--- config.mk ---
export PLATFORM = sky130hd
export DESIGN_NAME = erot_coeff
export DESIGN_NICKNAME = d
export VERILOG_FILES = /design/src/rtl/erot_pkg.sv /design/src/rtl/erot_coeff.sv
export SDC_FILE = /design/constraint.sdc
export NUM_CORES = 1
export LEC_CHECK = 0
export BUFFER_PORTS_ARGS = -buffer_cell sky130_fd_sc_hd__buf_2
export CORE_ASPECT_RATIO = 0.8
export CORE_MARGIN = 4
export CORE_UTILIZATION = 27
export DETAILED_ROUTE_END_ITERATION = 8
export GPL_TIMING_DRIVEN = 0
export MAX_ROUTING_LAYER = met4
export PLACE_DENSITY_LB_ADDON = 0.05
export SYNTH_ARGS = -nofsm -noshare
export SYNTH_HDL_FRONTEND = slang
export SYNTH_SLANG_ARGS = --single-unit
--- constraint.sdc ---
create_clock -name clk -period 14.6 [get_ports clk]
set_input_delay 1.46 -clock clk [delete_from_list [all_inputs] [get_ports clk]]
set_output_delay 1.46 -clock clk [all_outputs]
set_load 0.05 [all_outputs]
--- src/rtl/erot_pkg.sv ---
// Shared types, widths and constants for the Euler XYZ point rotation block.
// Holds the quarter-wave sine table, built at elaboration from a fixed Taylor series.
// No dependencies.
package erot_pkg;

    // Coordinate and coefficient widths.
    localparam int COORD_WIDTH    = 24;
    localparam int OUT_WIDTH      = COORD_WIDTH + 2;
    localparam int TRIG_FRAC_BITS = 15;
    localparam int TRIG_W         = TRIG_FRAC_BITS + 2;
    localparam int RW             = COORD_WIDTH + 8;
    localparam int PW             = RW + TRIG_W;
    localparam int SW             = PW + 1;

    // Angle and table geometry.
    localparam int ANGLE_W   = 9;
    localparam int ROM_DEPTH = 91;
    localparam int ROM_AW    = 7;

    // Configuration port geometry.
    localparam int CFG_IDX_W  = 2;
    localparam int CFG_DATA_W = 9;

    localparam logic [63:0] PI_Q30 = 64'd3373259426;

    typedef logic signed [COORD_WIDTH-1:0] coord_t;
    typedef logic signed [OUT_WIDTH-1:0]   ow_t;
    typedef logic signed [RW-1:0]          rw_t;
    typedef logic signed [PW-1:0]          prod_t;
    typedef logic signed [SW-1:0]          sum_t;
    typedef logic signed [TRIG_W-1:0]      coef_t;
    typedef logic [ANGLE_W-1:0]            angle_t;
    typedef logic [ANGLE_W:0]              deg_t;
    typedef logic [ROM_AW-1:0]             rom_idx_t;
    typedef coef_t                         rom_t [0:ROM_DEPTH-1];

    // Register indexes of the configuration port.
    typedef enum logic [CFG_IDX_W-1:0] {
        REG_ANGLE_X = 2'd0,
        REG_ANGLE_Y = 2'd1,
        REG_ANGLE_Z = 2'd2,
        REG_ORTHO   = 2'd3
    } cfg_reg_t;

    // Degree landmarks used by the quadrant folding.
    localparam deg_t DEG_90  = deg_t'(90);
    localparam deg_t DEG_180 = deg_t'(180);
    localparam deg_t DEG_270 = deg_t'(270);
    localparam deg_t DEG_360 = deg_t'(360);

    localparam coef_t COEF_ONE  = coef_t'(1 << TRIG_FRAC_BITS);
    localparam coef_t COEF_ZERO = coef_t'(0);

    // Output saturation limits, held at the internal width.
    localparam rw_t OUT_MAX = rw_t'((longint'(1) <<< (OUT_WIDTH - 1)) - 1);
    localparam rw_t OUT_MIN = rw_t'(-(longint'(1) <<< (OUT_WIDTH - 1)));

    // Cosine and sine of one rotation.
    typedef struct packed {
        coef_t c;
        coef_t s;
    } coef_pair_t;

    // Latched coefficients for the three rotations.
    typedef struct packed {
        coef_pair_t rx;
        coef_pair_t ry;
        coef_pair_t rz;
    } coef_set_t;

    // Operands of one plane rotation: u and v rotate, w passes through.
    typedef struct packed {
        rw_t u;
        rw_t v;
        rw_t w;
    } lane_t;

    // Two truncating Q30 multiplications of a series term by x.
    function automatic logic [63:0] sq_step(input logic [63:0] term, input logic [63:0] x);
        logic [63:0] t;
        t = (term * x) >> 30;
        t = (t * x) >> 30;
        return t;
    endfunction

    // Quarter-wave sine table in Q1.15, evaluated with an eight-term series in Q2.30.
    function automatic rom_t build_rom();
        rom_t               rom;
        logic [63:0]        x;
        logic [63:0]        term;
        logic signed [63:0] sum;
        logic [63:0]        r;
        for (int k = 0; k < ROM_DEPTH; k++)
        begin
            x    = (64'(k) * PI_Q30 + 64'd90) / 64'd180;
            term = x;
            sum  = signed'(x);
            term = sq_step(term, x) / 64'd6;
            sum  = sum - signed'(term);
            term = sq_step(term, x) / 64'd20;
            sum  = sum + signed'(term);
            term = sq_step(term, x) / 64'd42;
            sum  = sum - signed'(term);
            term = sq_step(term, x) / 64'd72;
            sum  = sum + signed'(term);
            term = sq_step(term, x) / 64'd110;
            sum  = sum - signed'(term);
            term = sq_step(term, x) / 64'd156;
            sum  = sum + signed'(term);
            term = sq_step(term, x) / 64'd210;
            sum  = sum - signed'(term);
            if (sum < 0)
            begin
                sum = 0;
            end
            if (sum > (64'sd1 <<< 30))
            begin
                sum = 64'sd1 <<< 30;
            end
            r = (unsigned'(sum) + (64'd1 << (29 - TRIG_FRAC_BITS))) >> (30 - TRIG_FRAC_BITS);
            rom[k] = coef_t'(r[TRIG_W-1:0]);
        end
        return rom;
    endfunction

    localparam rom_t SINE_ROM = build_rom();

    // Clamp an internal value to the output field range.
    function automatic ow_t sat_out(input rw_t v);
        rw_t t;
        t = v;
        if (v > OUT_MAX)
        begin
            t = OUT_MAX;
        end
        if (v < OUT_MIN)
        begin
            t = OUT_MIN;
        end
        return ow_t'(t[OUT_WIDTH-1:0]);
    endfunction

endpackage

--- src/rtl/erot_coeff.sv ---
// Configuration registers and the cosine/sine latch for the three rotations.
// Depends on erot_pkg for the sine table, register indexes and types.
module erot_coeff (
    input  logic                         clk,
    input  logic                         rst_n,
    input  logic                         cfg_we,
    input  logic [erot_pkg::CFG_IDX_W-1:0]  cfg_index,
    input  logic [erot_pkg::CFG_DATA_W-1:0] cfg_data,
    output erot_pkg::coef_set_t          coefs
);
    import erot_pkg::*;

    angle_t    angle_x_reg, angle_x_next;
    angle_t    angle_y_reg, angle_y_next;
    angle_t    angle_z_reg, angle_z_next;
    logic      ortho_reg, ortho_next;
    coef_set_t coef_reg, coef_next;
    deg_t      ax, ay, az;

    // Reduce an angle below 360 degrees; inputs stay below 720.
    function automatic deg_t wrap(input deg_t d);
        deg_t r;
        r = d;
        if (d >= DEG_360)
        begin
            r = d - DEG_360;
        end
        return r;
    endfunction

    // Sine of a whole-degree angle below 360, folded onto the quarter-wave table.
    function automatic coef_t sine_deg(input deg_t d);
        deg_t  idx;
        logic  neg;
        coef_t v;
        idx = d;
        neg = 1'b0;
        if (d <= DEG_90)
        begin
            idx = d;
        end
        else if (d <= DEG_180)
        begin
            idx = DEG_180 - d;
        end
        else if (d <= DEG_270)
        begin
            idx = d - DEG_180;
            neg = 1'b1;
        end
        else
        begin
            idx = DEG_360 - d;
            neg = 1'b1;
        end
        v = SINE_ROM[idx[ROM_AW-1:0]];
        return neg ? -v : v;
    endfunction

    function automatic coef_pair_t trig_of(input deg_t a);
        coef_pair_t p;
        p.c = sine_deg(wrap(a + DEG_90));
        p.s = sine_deg(a);
        return p;
    endfunction

    // Register writes; bits above each register's width are dropped.
    always_comb
    begin
        angle_x_next = angle_x_reg;
        angle_y_next = angle_y_reg;
        angle_z_next = angle_z_reg;
        ortho_next   = ortho_reg;
        if (cfg_we)
        begin
            case (cfg_reg_t'(cfg_index))
                REG_ANGLE_X: angle_x_next = cfg_data[ANGLE_W-1:0];
                REG_ANGLE_Y: angle_y_next = cfg_data[ANGLE_W-1:0];
                REG_ANGLE_Z: angle_z_next = cfg_data[ANGLE_W-1:0];
                REG_ORTHO:   ortho_next   = cfg_data[0];
                default:     ortho_next   = ortho_reg;
            endcase
        end
    end

    // Effective angles: ortho mode forces 90, 0, 0.
    always_comb
    begin
        if (ortho_reg)
        begin
            ax = DEG_90;
            ay = '0;
            az = '0;
        end
        else
        begin
            ax = wrap({1'b0, angle_x_reg});
            ay = wrap({1'b0, angle_y_reg});
            az = wrap({1'b0, angle_z_reg});
        end
        coef_next.rx = trig_of(ax);
        coef_next.ry = trig_of(ay);
        coef_next.rz = trig_of(az);
    end

    // The coefficient latch is registered from the angle and ortho registers, so it follows a write after them.
    always_ff @(posedge clk or negedge rst_n)
    begin
        if (!rst_n)
        begin
            angle_x_reg  <= '0;
            angle_y_reg  <= '0;
            angle_z_reg  <= '0;
            ortho_reg    <= 1'b0;
            coef_reg.rx  <= '{c: COEF_ONE, s: COEF_ZERO};
            coef_reg.ry  <= '{c: COEF_ONE, s: COEF_ZERO};
            coef_reg.rz  <= '{c: COEF_ONE, s: COEF_ZERO};
        end
        else
        begin
            angle_x_reg <= angle_x_next;
            angle_y_reg <= angle_y_next;
            angle_z_reg <= angle_z_next;
            ortho_reg   <= ortho_next;
            coef_reg    <= coef_next;
        end
    end

    assign coefs = coef_reg;

endmodule

==> impl_table.tex, run 1 <==
\begin{tabular}{lr}
\hline
Metric & Value \\
\hline
\multicolumn{2}{l}{\textbf{GRT}} \\
\quad Maximum number of pins on one net before global-route repair & 89 \\
\quad Most used routing layer & met2 \\
\quad Global routing usage summed across all routing layers & 24.0\% \\
\quad Global-route wire length before repair & 174 mm \\
\quad Global routing usage on met2 & 35.0\% \\
\quad Met3 layer usage reported by global route & 3.97\% \\
\quad Initial antenna violation count & 1 \\
\quad GRT overflow & 0 \\
\quad Global Route met1 Usage & 34.6\% \\
\quad Number of global-route vias before repair & 27400 \\
\multicolumn{2}{l}{\textbf{Route}} \\
\quad Drt initial violations & 3853 \\
\quad Number of nets with antenna violations after routing & 0 \\
\quad Number of optimization iterations in the first detailed-route pass & 8 \\
\quad Vias per cell & 6.21 \\
\quad DRT Wirelength & 114 mm \\
\quad Per-cell routed wire length & 24.5 um \\
\quad Post-route DRC violation count & 0 \\
\quad Overall via count from detail\_route & 28900 \\
\multicolumn{2}{l}{\textbf{Worst setup path}} \\
\quad Arrival time of data at the critical path endpoint & 11.88 ns \\
\quad Critical path class & register to register \\
\quad Category of the worst setup path capture point & register \\
\quad Buf+Inv Stages, Crit Path & 11 \\
\quad Slowest stage cell on the critical path & sky130\_fd\_sc\_hd\_\_clkbuf\_1 \\
\quad Required time at the worst-slack endpoint & 14.98 ns \\
\quad Largest stage delay on the critical path & 0.69 ns \\
\quad Worst Setup Start Kind & register \\
\quad Crit path max-delay family & compound AO/OA/AOI/OAI gates \\
\quad Largest fanout on the critical path & 13 \\
\multicolumn{2}{l}{\textbf{Clocking}} \\
\quad CTS HTree Levels & 4 \\
\quad Clock Latency Late Sink & 0.48 ns \\
\quad Number of buffers inserted during clock tree synthesis & 17 \\
\quad Master cell of the clock root buffer & sky130\_fd\_sc\_hd\_\_clkbuf\_16 \\
\quad Total setup buffers inserted after CTS & 0 \\
\quad Resized Gates After CTS & 0 \\
\quad Number of sinks on the clock net & 130 \\
\quad Hold buffers post-CTS & 0 \\
\quad Maximum root-to-sink buffer count & 2 \\
\quad TritonCTS clock tree & yes \\
\quad Clock transition at the register clock pins on the worst setup and hold paths after CTS & 0.07 ns \\
\multicolumn{2}{l}{\textbf{Synthesis}} \\
\quad Synthesized area per cell & 7.23 um2 \\
\quad Largest area contributor in the synthesized netlist & sky130\_fd\_sc\_hd\_\_dfrtp\_1 \\
\quad Count of different cell masters after synthesis & 142 \\
\quad Flip-flop and latch count after synthesis & 130 \\
\quad Fraction of synthesized cell area taken by the top area cell type & 13.2\% \\
\quad Async set-reset flop share out of synthesis & 100\% \\
\quad Number of enable-type register cells in the synthesized netlist & 0 \\
\quad Warnings from Yosys & 0 \\
\quad Net count after synthesis & 3459 \\
\quad Most frequent cell after synthesis & sky130\_fd\_sc\_hd\_\_nand2\_1 \\
\quad Synth top area cells & sky130\_fd\_sc\_hd\_\_dfrtp\_1 (13\%), sky130\_fd\_sc\_hd\_\_ha\_1 (6.5\%), sky130\_fd\_sc\_hd\_\_nand2\_1 (5.5\%) \\
\quad Most common flop cell mapped by yosys & sky130\_fd\_sc\_hd\_\_dfrtp\_1 \\
\quad Cell count after synthesis & 3317 \\
\quad Netlist area before placement & 0.0240 mm2 \\
\quad Sequential element share of the synthesized area & 13.6\% \\
\quad Cell types with the highest counts after synthesis & sky130\_fd\_sc\_hd\_\_nand2\_1 (354), sky130\_fd\_sc\_hd\_\_nor2\_1 (277), sky130\_fd\_sc\_hd\_\_a21oi\_1 (246) \\
\multicolumn{2}{l}{\textbf{Floorplan}} \\
\quad Chip Height & 275 um \\
\quad I/O pin count & 116 \\
\quad Area of the core & 0.0879 mm2 \\
\quad Initial standard-cell utilization of the core & 27.3\% \\
\quad Die Outline Area & 0.0937 mm2 \\
\quad Die width & 341 um \\
\quad Row cnt & 97 \\
\multicolumn{2}{l}{\textbf{Layout}} \\
\quad Final core occ & 30.4\% \\
\quad Post-layout net count & 3596 \\
\quad Design Area, Final & 0.0267 mm2 \\
\quad FILL cells & 9667 \\
\quad Flip-flop and latch area & 0.00326 mm2 \\
\quad Flip-flop count of the largest register after layout & 102 \\
\quad Layout area overhead & 11.5\% \\
\quad Combined area of the multi-input logic cells & 0.0191 mm2 \\
\quad Fraction of final layout cells with drive strength greater than 1 & 13.2\% \\
\multicolumn{2}{l}{\textbf{STA}} \\
\quad Slew Limit Headroom & 8.95\% \\
\quad Final clock period utilization by the worst path & 78.8\% \\
\quad Minimum clock period & 11.50 ns \\
\quad RSZ-0062 raised after global routing & no \\
\quad Minimum setup slack in the final design & 3.10 ns \\
\quad Final-layout setup total negative slack & 0 ns \\
\quad Worst Skew & 0.0168 ns \\
\quad Top achievable clock speed & 0.0869 GHz \\
\quad Actual transition at the worst max-transition pin & 1.37 ns \\
\quad Endpoints failing hold & 0 \\
\quad Count of final setup violators & 0 \\
\quad Number of slew-limit violations in the final report & 0 \\
\multicolumn{2}{l}{\textbf{Run}} \\
\quad Number of max-cap violations & 0 \\
\multicolumn{2}{l}{\textbf{Place}} \\
\quad Worst setup slack after placement & 3.36 ns \\
\quad Number of input and output port buffers inserted & 115 \\
\quad Post-DP Area & 0.0261 mm2 \\
\quad Placer congestion estimate & 0.975 \\
\quad Placed wire-length estimate & 85.9 mm \\
\multicolumn{2}{l}{\textbf{Outcome}} \\
\quad Run status & finished, final reports clean \\
\multicolumn{2}{l}{\textbf{Min path}} \\
\quad Path class of the lowest-slack min-delay path & register to register \\
\hline
\end{tabular}
-- per-stage QoR --
step / std cells / hold slack (ns)
finish: 4656 / 0.588
CTS: 4655 / 0.602
global route: 4656 / 0.634
detailed placement: 4623 / 0.590
global placement: 4620 / 0.566
floorplan: 3317 / 0.525
-- logic make-up after synthesis --
group	count (synthesis)	share of synthesized area [%]
fa+ha+maj	128	6.77
simple gates	1117	22.6
flops	130	13.6
compound gates	1348	40.1
buf+inv	370	6.84
xor+xnor	119	4.56
mux	105	5.55
-- layout by cell type, fill, tap and decap left out, drive strengths merged, types with 21 or more instances in the layout --
| master | synthesis | layout |
|---|---|---|
| a211o | 22 | 22 |
| o211ai | 108 | 108 |
| nand2 | 358 | 358 |
| and2 | 36 | 36 |
| nor2 | 286 | 286 |
| nor3 | 96 | 96 |
| xnor2 | 83 | 83 |
| o311ai | 34 | 34 |
| a21o | 24 | 24 |
| nand2b | 24 | 24 |
| o31ai | 37 | 37 |
| dfrtp | 127 | 127 |
| nand4 | 24 | 24 |
| mux2 | 39 | 39 |
| clkbuf | 141 | 158 |
| nand3 | 116 | 116 |
| o22ai | 36 | 36 |
| a31oi | 85 | 85 |
| o221ai | 37 | 37 |
| a21oi | 250 | 250 |
| nor2b | 25 | 25 |
| o21a | 26 | 26 |
| xor2 | 35 | 35 |
| or3 | 21 | 21 |
| buf | 130 | 248 |
| nor4 | 32 | 32 |
| and3 | 24 | 24 |
| mux2i | 50 | 50 |
| ha | 125 | 125 |
| a211oi | 100 | 100 |
| o21ai | 288 | 288 |
| a221oi | 36 | 36 |
| inv | 93 | 100 |
| a311oi | 27 | 27 |
-- layer usage --
metal,share of wire (%),up-vias,routed length [um]
met4,2.0,0,2300
met3,8.6,193,9770
met1,47,14200,53700
met2,42,1567,48300
li1,-,13000,-
met5,0,-,0
-- final cells by class --
| class | instances | share of cell area, % |
|---|---|---|
| antenna | 1 | 0.00935 |
| buffer | 271 | 4.72 |
| clock buffer | 17 | 1.59 |
| clock inverter | 15 | 0.730 |
| inverter | 99 | 1.41 |
| multi-input combinational | 2817 | 71.4 |
| sequential | 130 | 12.2 |
| tap | 1188 | 5.56 |
| timing repair buffer | 118 | 2.36 |
-- path summary, 6_finish.rpt --
| check | to | from | slack (ns) | cells past startpoint |
|---|---|---|---|---|
| max | coefs[65] | ortho_reg | 3.10 | 36 |
| min | angle_y_reg[1] | angle_y_reg[1] | 0.59 | 1 |
| max reg2reg | coefs[65] | ortho_reg | 3.10 | 36 |
| min reg2reg | angle_y_reg[1] | angle_y_reg[1] | 0.59 | 1 |
| max in group asynchronous | coefs[32] | rst_n | 12.80 | 2 |
| min in group asynchronous | coefs[35] | rst_n | 0.91 | 1 |
Power of run 1 is not shown: default switching activity piles up to over one toggle a cycle in this logic, so the estimate is an artifact.
==> run 2, diff against run 1 <==
Clock period 14.6 ns to 9.8 ns, I/O delays scaled along.
==> run 2 against run 1 <==
Net effect: register-to-register slack worse by 2.7 ns; sequential cell count stayed put; first-iteration DRC count increased by 2.3%; count of clock-buffer cells in the layout did not move; maximum frequency grew 22%; clock skew is essentially flat; core utilization rose by 0.27 points; via count up 0.58%; wire length increased by 0.14%; setup slack worse by 2.7 ns.
==> impl_table.tex, run 2 (synthesis gave the netlist of run 1 again) <==
\begin{tabular}{lr}
\hline
Metric & Value \\
\hline
\multicolumn{2}{l}{\textbf{Worst setup path}} \\
\quad Worst Setup Start Kind & register \\
\quad Slowest stage cell on the critical path & sky130\_fd\_sc\_hd\_\_a211oi\_1 \\
\quad Category of the worst setup path capture point & register \\
\quad Largest stage delay on the critical path & 0.66 ns \\
\quad Crit path max-delay family & compound AO/OA/AOI/OAI gates \\
\quad Buf+Inv Stages, Crit Path & 10 \\
\quad Critical path class & register to register \\
\quad Largest fanout on the critical path & 15 \\
\quad Required time at the worst-slack endpoint & 10.18 ns \\
\quad Arrival time of data at the critical path endpoint & 9.80 ns \\
\multicolumn{2}{l}{\textbf{GRT}} \\
\quad Most used routing layer & met2 \\
\quad Initial antenna violation count & 0 \\
\quad Global routing usage on met2 & 35.0\% \\
\quad Met3 layer usage reported by global route & 4.01\% \\
\quad Global-route wire length before repair & 175 mm \\
\quad Number of global-route vias before repair & 27400 \\
\quad GRT overflow & 0 \\
\quad Maximum number of pins on one net before global-route repair & 89 \\
\quad Global routing usage summed across all routing layers & 24.1\% \\
\quad Global Route met1 Usage & 34.6\% \\
\multicolumn{2}{l}{\textbf{Route}} \\
\quad Overall via count from detail\_route & 29100 \\
\quad Vias per cell & 6.24 \\
\quad Drt initial violations & 3941 \\
\quad DRT Wirelength & 114 mm \\
\quad Number of optimization iterations in the first detailed-route pass & 6 \\
\quad Number of nets with antenna violations after routing & 0 \\
\quad Post-route DRC violation count & 0 \\
\quad Per-cell routed wire length & 24.5 um \\
\multicolumn{2}{l}{\textbf{Floorplan}} \\
\quad Chip Height & 275 um \\
\quad Die Outline Area & 0.0937 mm2 \\
\quad Row cnt & 97 \\
\quad Area of the core & 0.0879 mm2 \\
\quad Die width & 341 um \\
\quad Initial standard-cell utilization of the core & 27.3\% \\
\quad I/O pin count & 116 \\
\multicolumn{2}{l}{\textbf{Place}} \\
\quad Placed wire-length estimate & 85.9 mm \\
\quad Placer congestion estimate & 0.975 \\
\quad Number of input and output port buffers inserted & 115 \\
\multicolumn{2}{l}{\textbf{STA}} \\
\quad Final-layout setup total negative slack & 0 ns \\
\quad Minimum clock period & 9.42 ns \\
\quad Number of slew-limit violations in the final report & 0 \\
\quad Actual transition at the worst max-transition pin & 1.39 ns \\
\quad Count of final setup violators & 0 \\
\quad Final clock period utilization by the worst path & 96.1\% \\
\quad Slew Limit Headroom & 7.54\% \\
\quad Top achievable clock speed & 0.106 GHz \\
\quad RSZ-0062 raised after global routing & yes \\
\quad Worst Skew & 0.0170 ns \\
\quad Endpoints failing hold & 0 \\
\multicolumn{2}{l}{\textbf{Clocking}} \\
\quad Number of sinks on the clock net & 130 \\
\quad Clock transition at the register clock pins on the worst setup and hold paths after CTS & 0.08 ns \\
\quad Number of buffers inserted during clock tree synthesis & 17 \\
\quad CTS HTree Levels & 4 \\
\quad Master cell of the clock root buffer & sky130\_fd\_sc\_hd\_\_clkbuf\_16 \\
\quad Clock Latency Late Sink & 0.48 ns \\
\quad Maximum root-to-sink buffer count & 2 \\
\quad Hold buffers post-CTS & 0 \\
\quad TritonCTS clock tree & yes \\
\multicolumn{2}{l}{\textbf{Layout}} \\
\quad Post-layout net count & 3602 \\
\quad Fraction of final layout cells with drive strength greater than 1 & 14.5\% \\
\quad Final core occ & 30.7\% \\
\quad FILL cells & 9643 \\
\quad Flip-flop count of the largest register after layout & 102 \\
\quad Flip-flop and latch area & 0.00326 mm2 \\
\quad Layout area overhead & 12.5\% \\
\quad Combined area of the multi-input logic cells & 0.0192 mm2 \\
\quad Most common cell after layout, fill and taps aside & sky130\_fd\_sc\_hd\_\_nand2\_1 \\
\quad Most frequent cells in the layout & sky130\_fd\_sc\_hd\_\_nand2\_1 (352), sky130\_fd\_sc\_hd\_\_nor2\_1 (277), sky130\_fd\_sc\_hd\_\_o21ai\_0 (243), sky130\_fd\_sc\_hd\_\_a21oi\_1 (243), sky130\_fd\_sc\_hd\_\_buf\_2 (186) \\
\quad Antenna Diode Count & 0 \\
\multicolumn{2}{l}{\textbf{Outcome}} \\
\quad Run status & finished, final reports clean \\
\multicolumn{2}{l}{\textbf{Min path}} \\
\quad Path class of the lowest-slack min-delay path & input port to async pin \\
\multicolumn{2}{l}{\textbf{Run}} \\
\quad Number of max-cap violations & 0 \\
\hline
\end{tabular}
[run 2: path summary, 6_finish.rpt]
kind	start	endpoint	slack [ns]	depth (start not counted)
setup / recovery	ortho_reg	coefs[95]	0.38	36
hold / removal	rst_n	coefs[35]	0.43	1
setup reg to reg	ortho_reg	coefs[95]	0.38	36
hold reg to reg	angle_y_reg[1]	angle_y_reg[1]	0.59	1
max in group asynchronous	rst_n	coefs[32]	8.49	2
min in group clk	angle_y_reg[1]	angle_y_reg[1]	0.59	1
[run 2: timing repair]
action                     CTS  global route
pin swaps                    5             2
setup buffers               11             4
resized for setup           22            26
setup endpoints to repair   57            51
[run 2: worst register-to-register path, delay by kind of cell, from the launching register on]
| kind | cells | cell delay [ns] |
|---|---|---|
| adder cells (fa/ha/maj) | 3 | 0.97 |
| AO/OA/AOI/OAI | 9 | 2.60 |
| buffers and inverters | 10 | 2.25 |
| flip-flops | 1 | 0.47 |
| multiplexers | 1 | 0.34 |
| AND/OR/NAND/NOR | 12 | 2.52 |
| XOR/XNOR | 1 | 0.16 |
[run 2: per-layer routing]
metal  wire length [um]  part of all wire [%]
met5                  0                     0
met4               2520                   2.2
met3              10200                   8.9
met2              48100                    42
met1              53400                    47
[run 2: area by class of cell]
cell class | count | area share (%)
sequential | 130 | 12.1
timing repair buffer | 133 | 2.76
clock inverter | 15 | 0.723
tap | 1188 | 5.51
clock buffer | 17 | 1.58
multi-input combinational | 2817 | 71.3
buffer | 262 | 4.64
inverter | 99 | 1.41
[run 2: metrics by stage]
stage	std cells	worst slack, ns	area, um2	hold WS (ns)
final	4661	0.377	27000	0.434
after global routing	4661	-0.0276	27000	0.446
after CTS	4663	0.0152	26900	0.414
after detailed placement	4623	-1.44	26100	0.590
after global placement	4620	-1.59	26100	0.566
after floorplan	3317	1.70	24000	0.525
Power of run 2 is left out for the same reason.
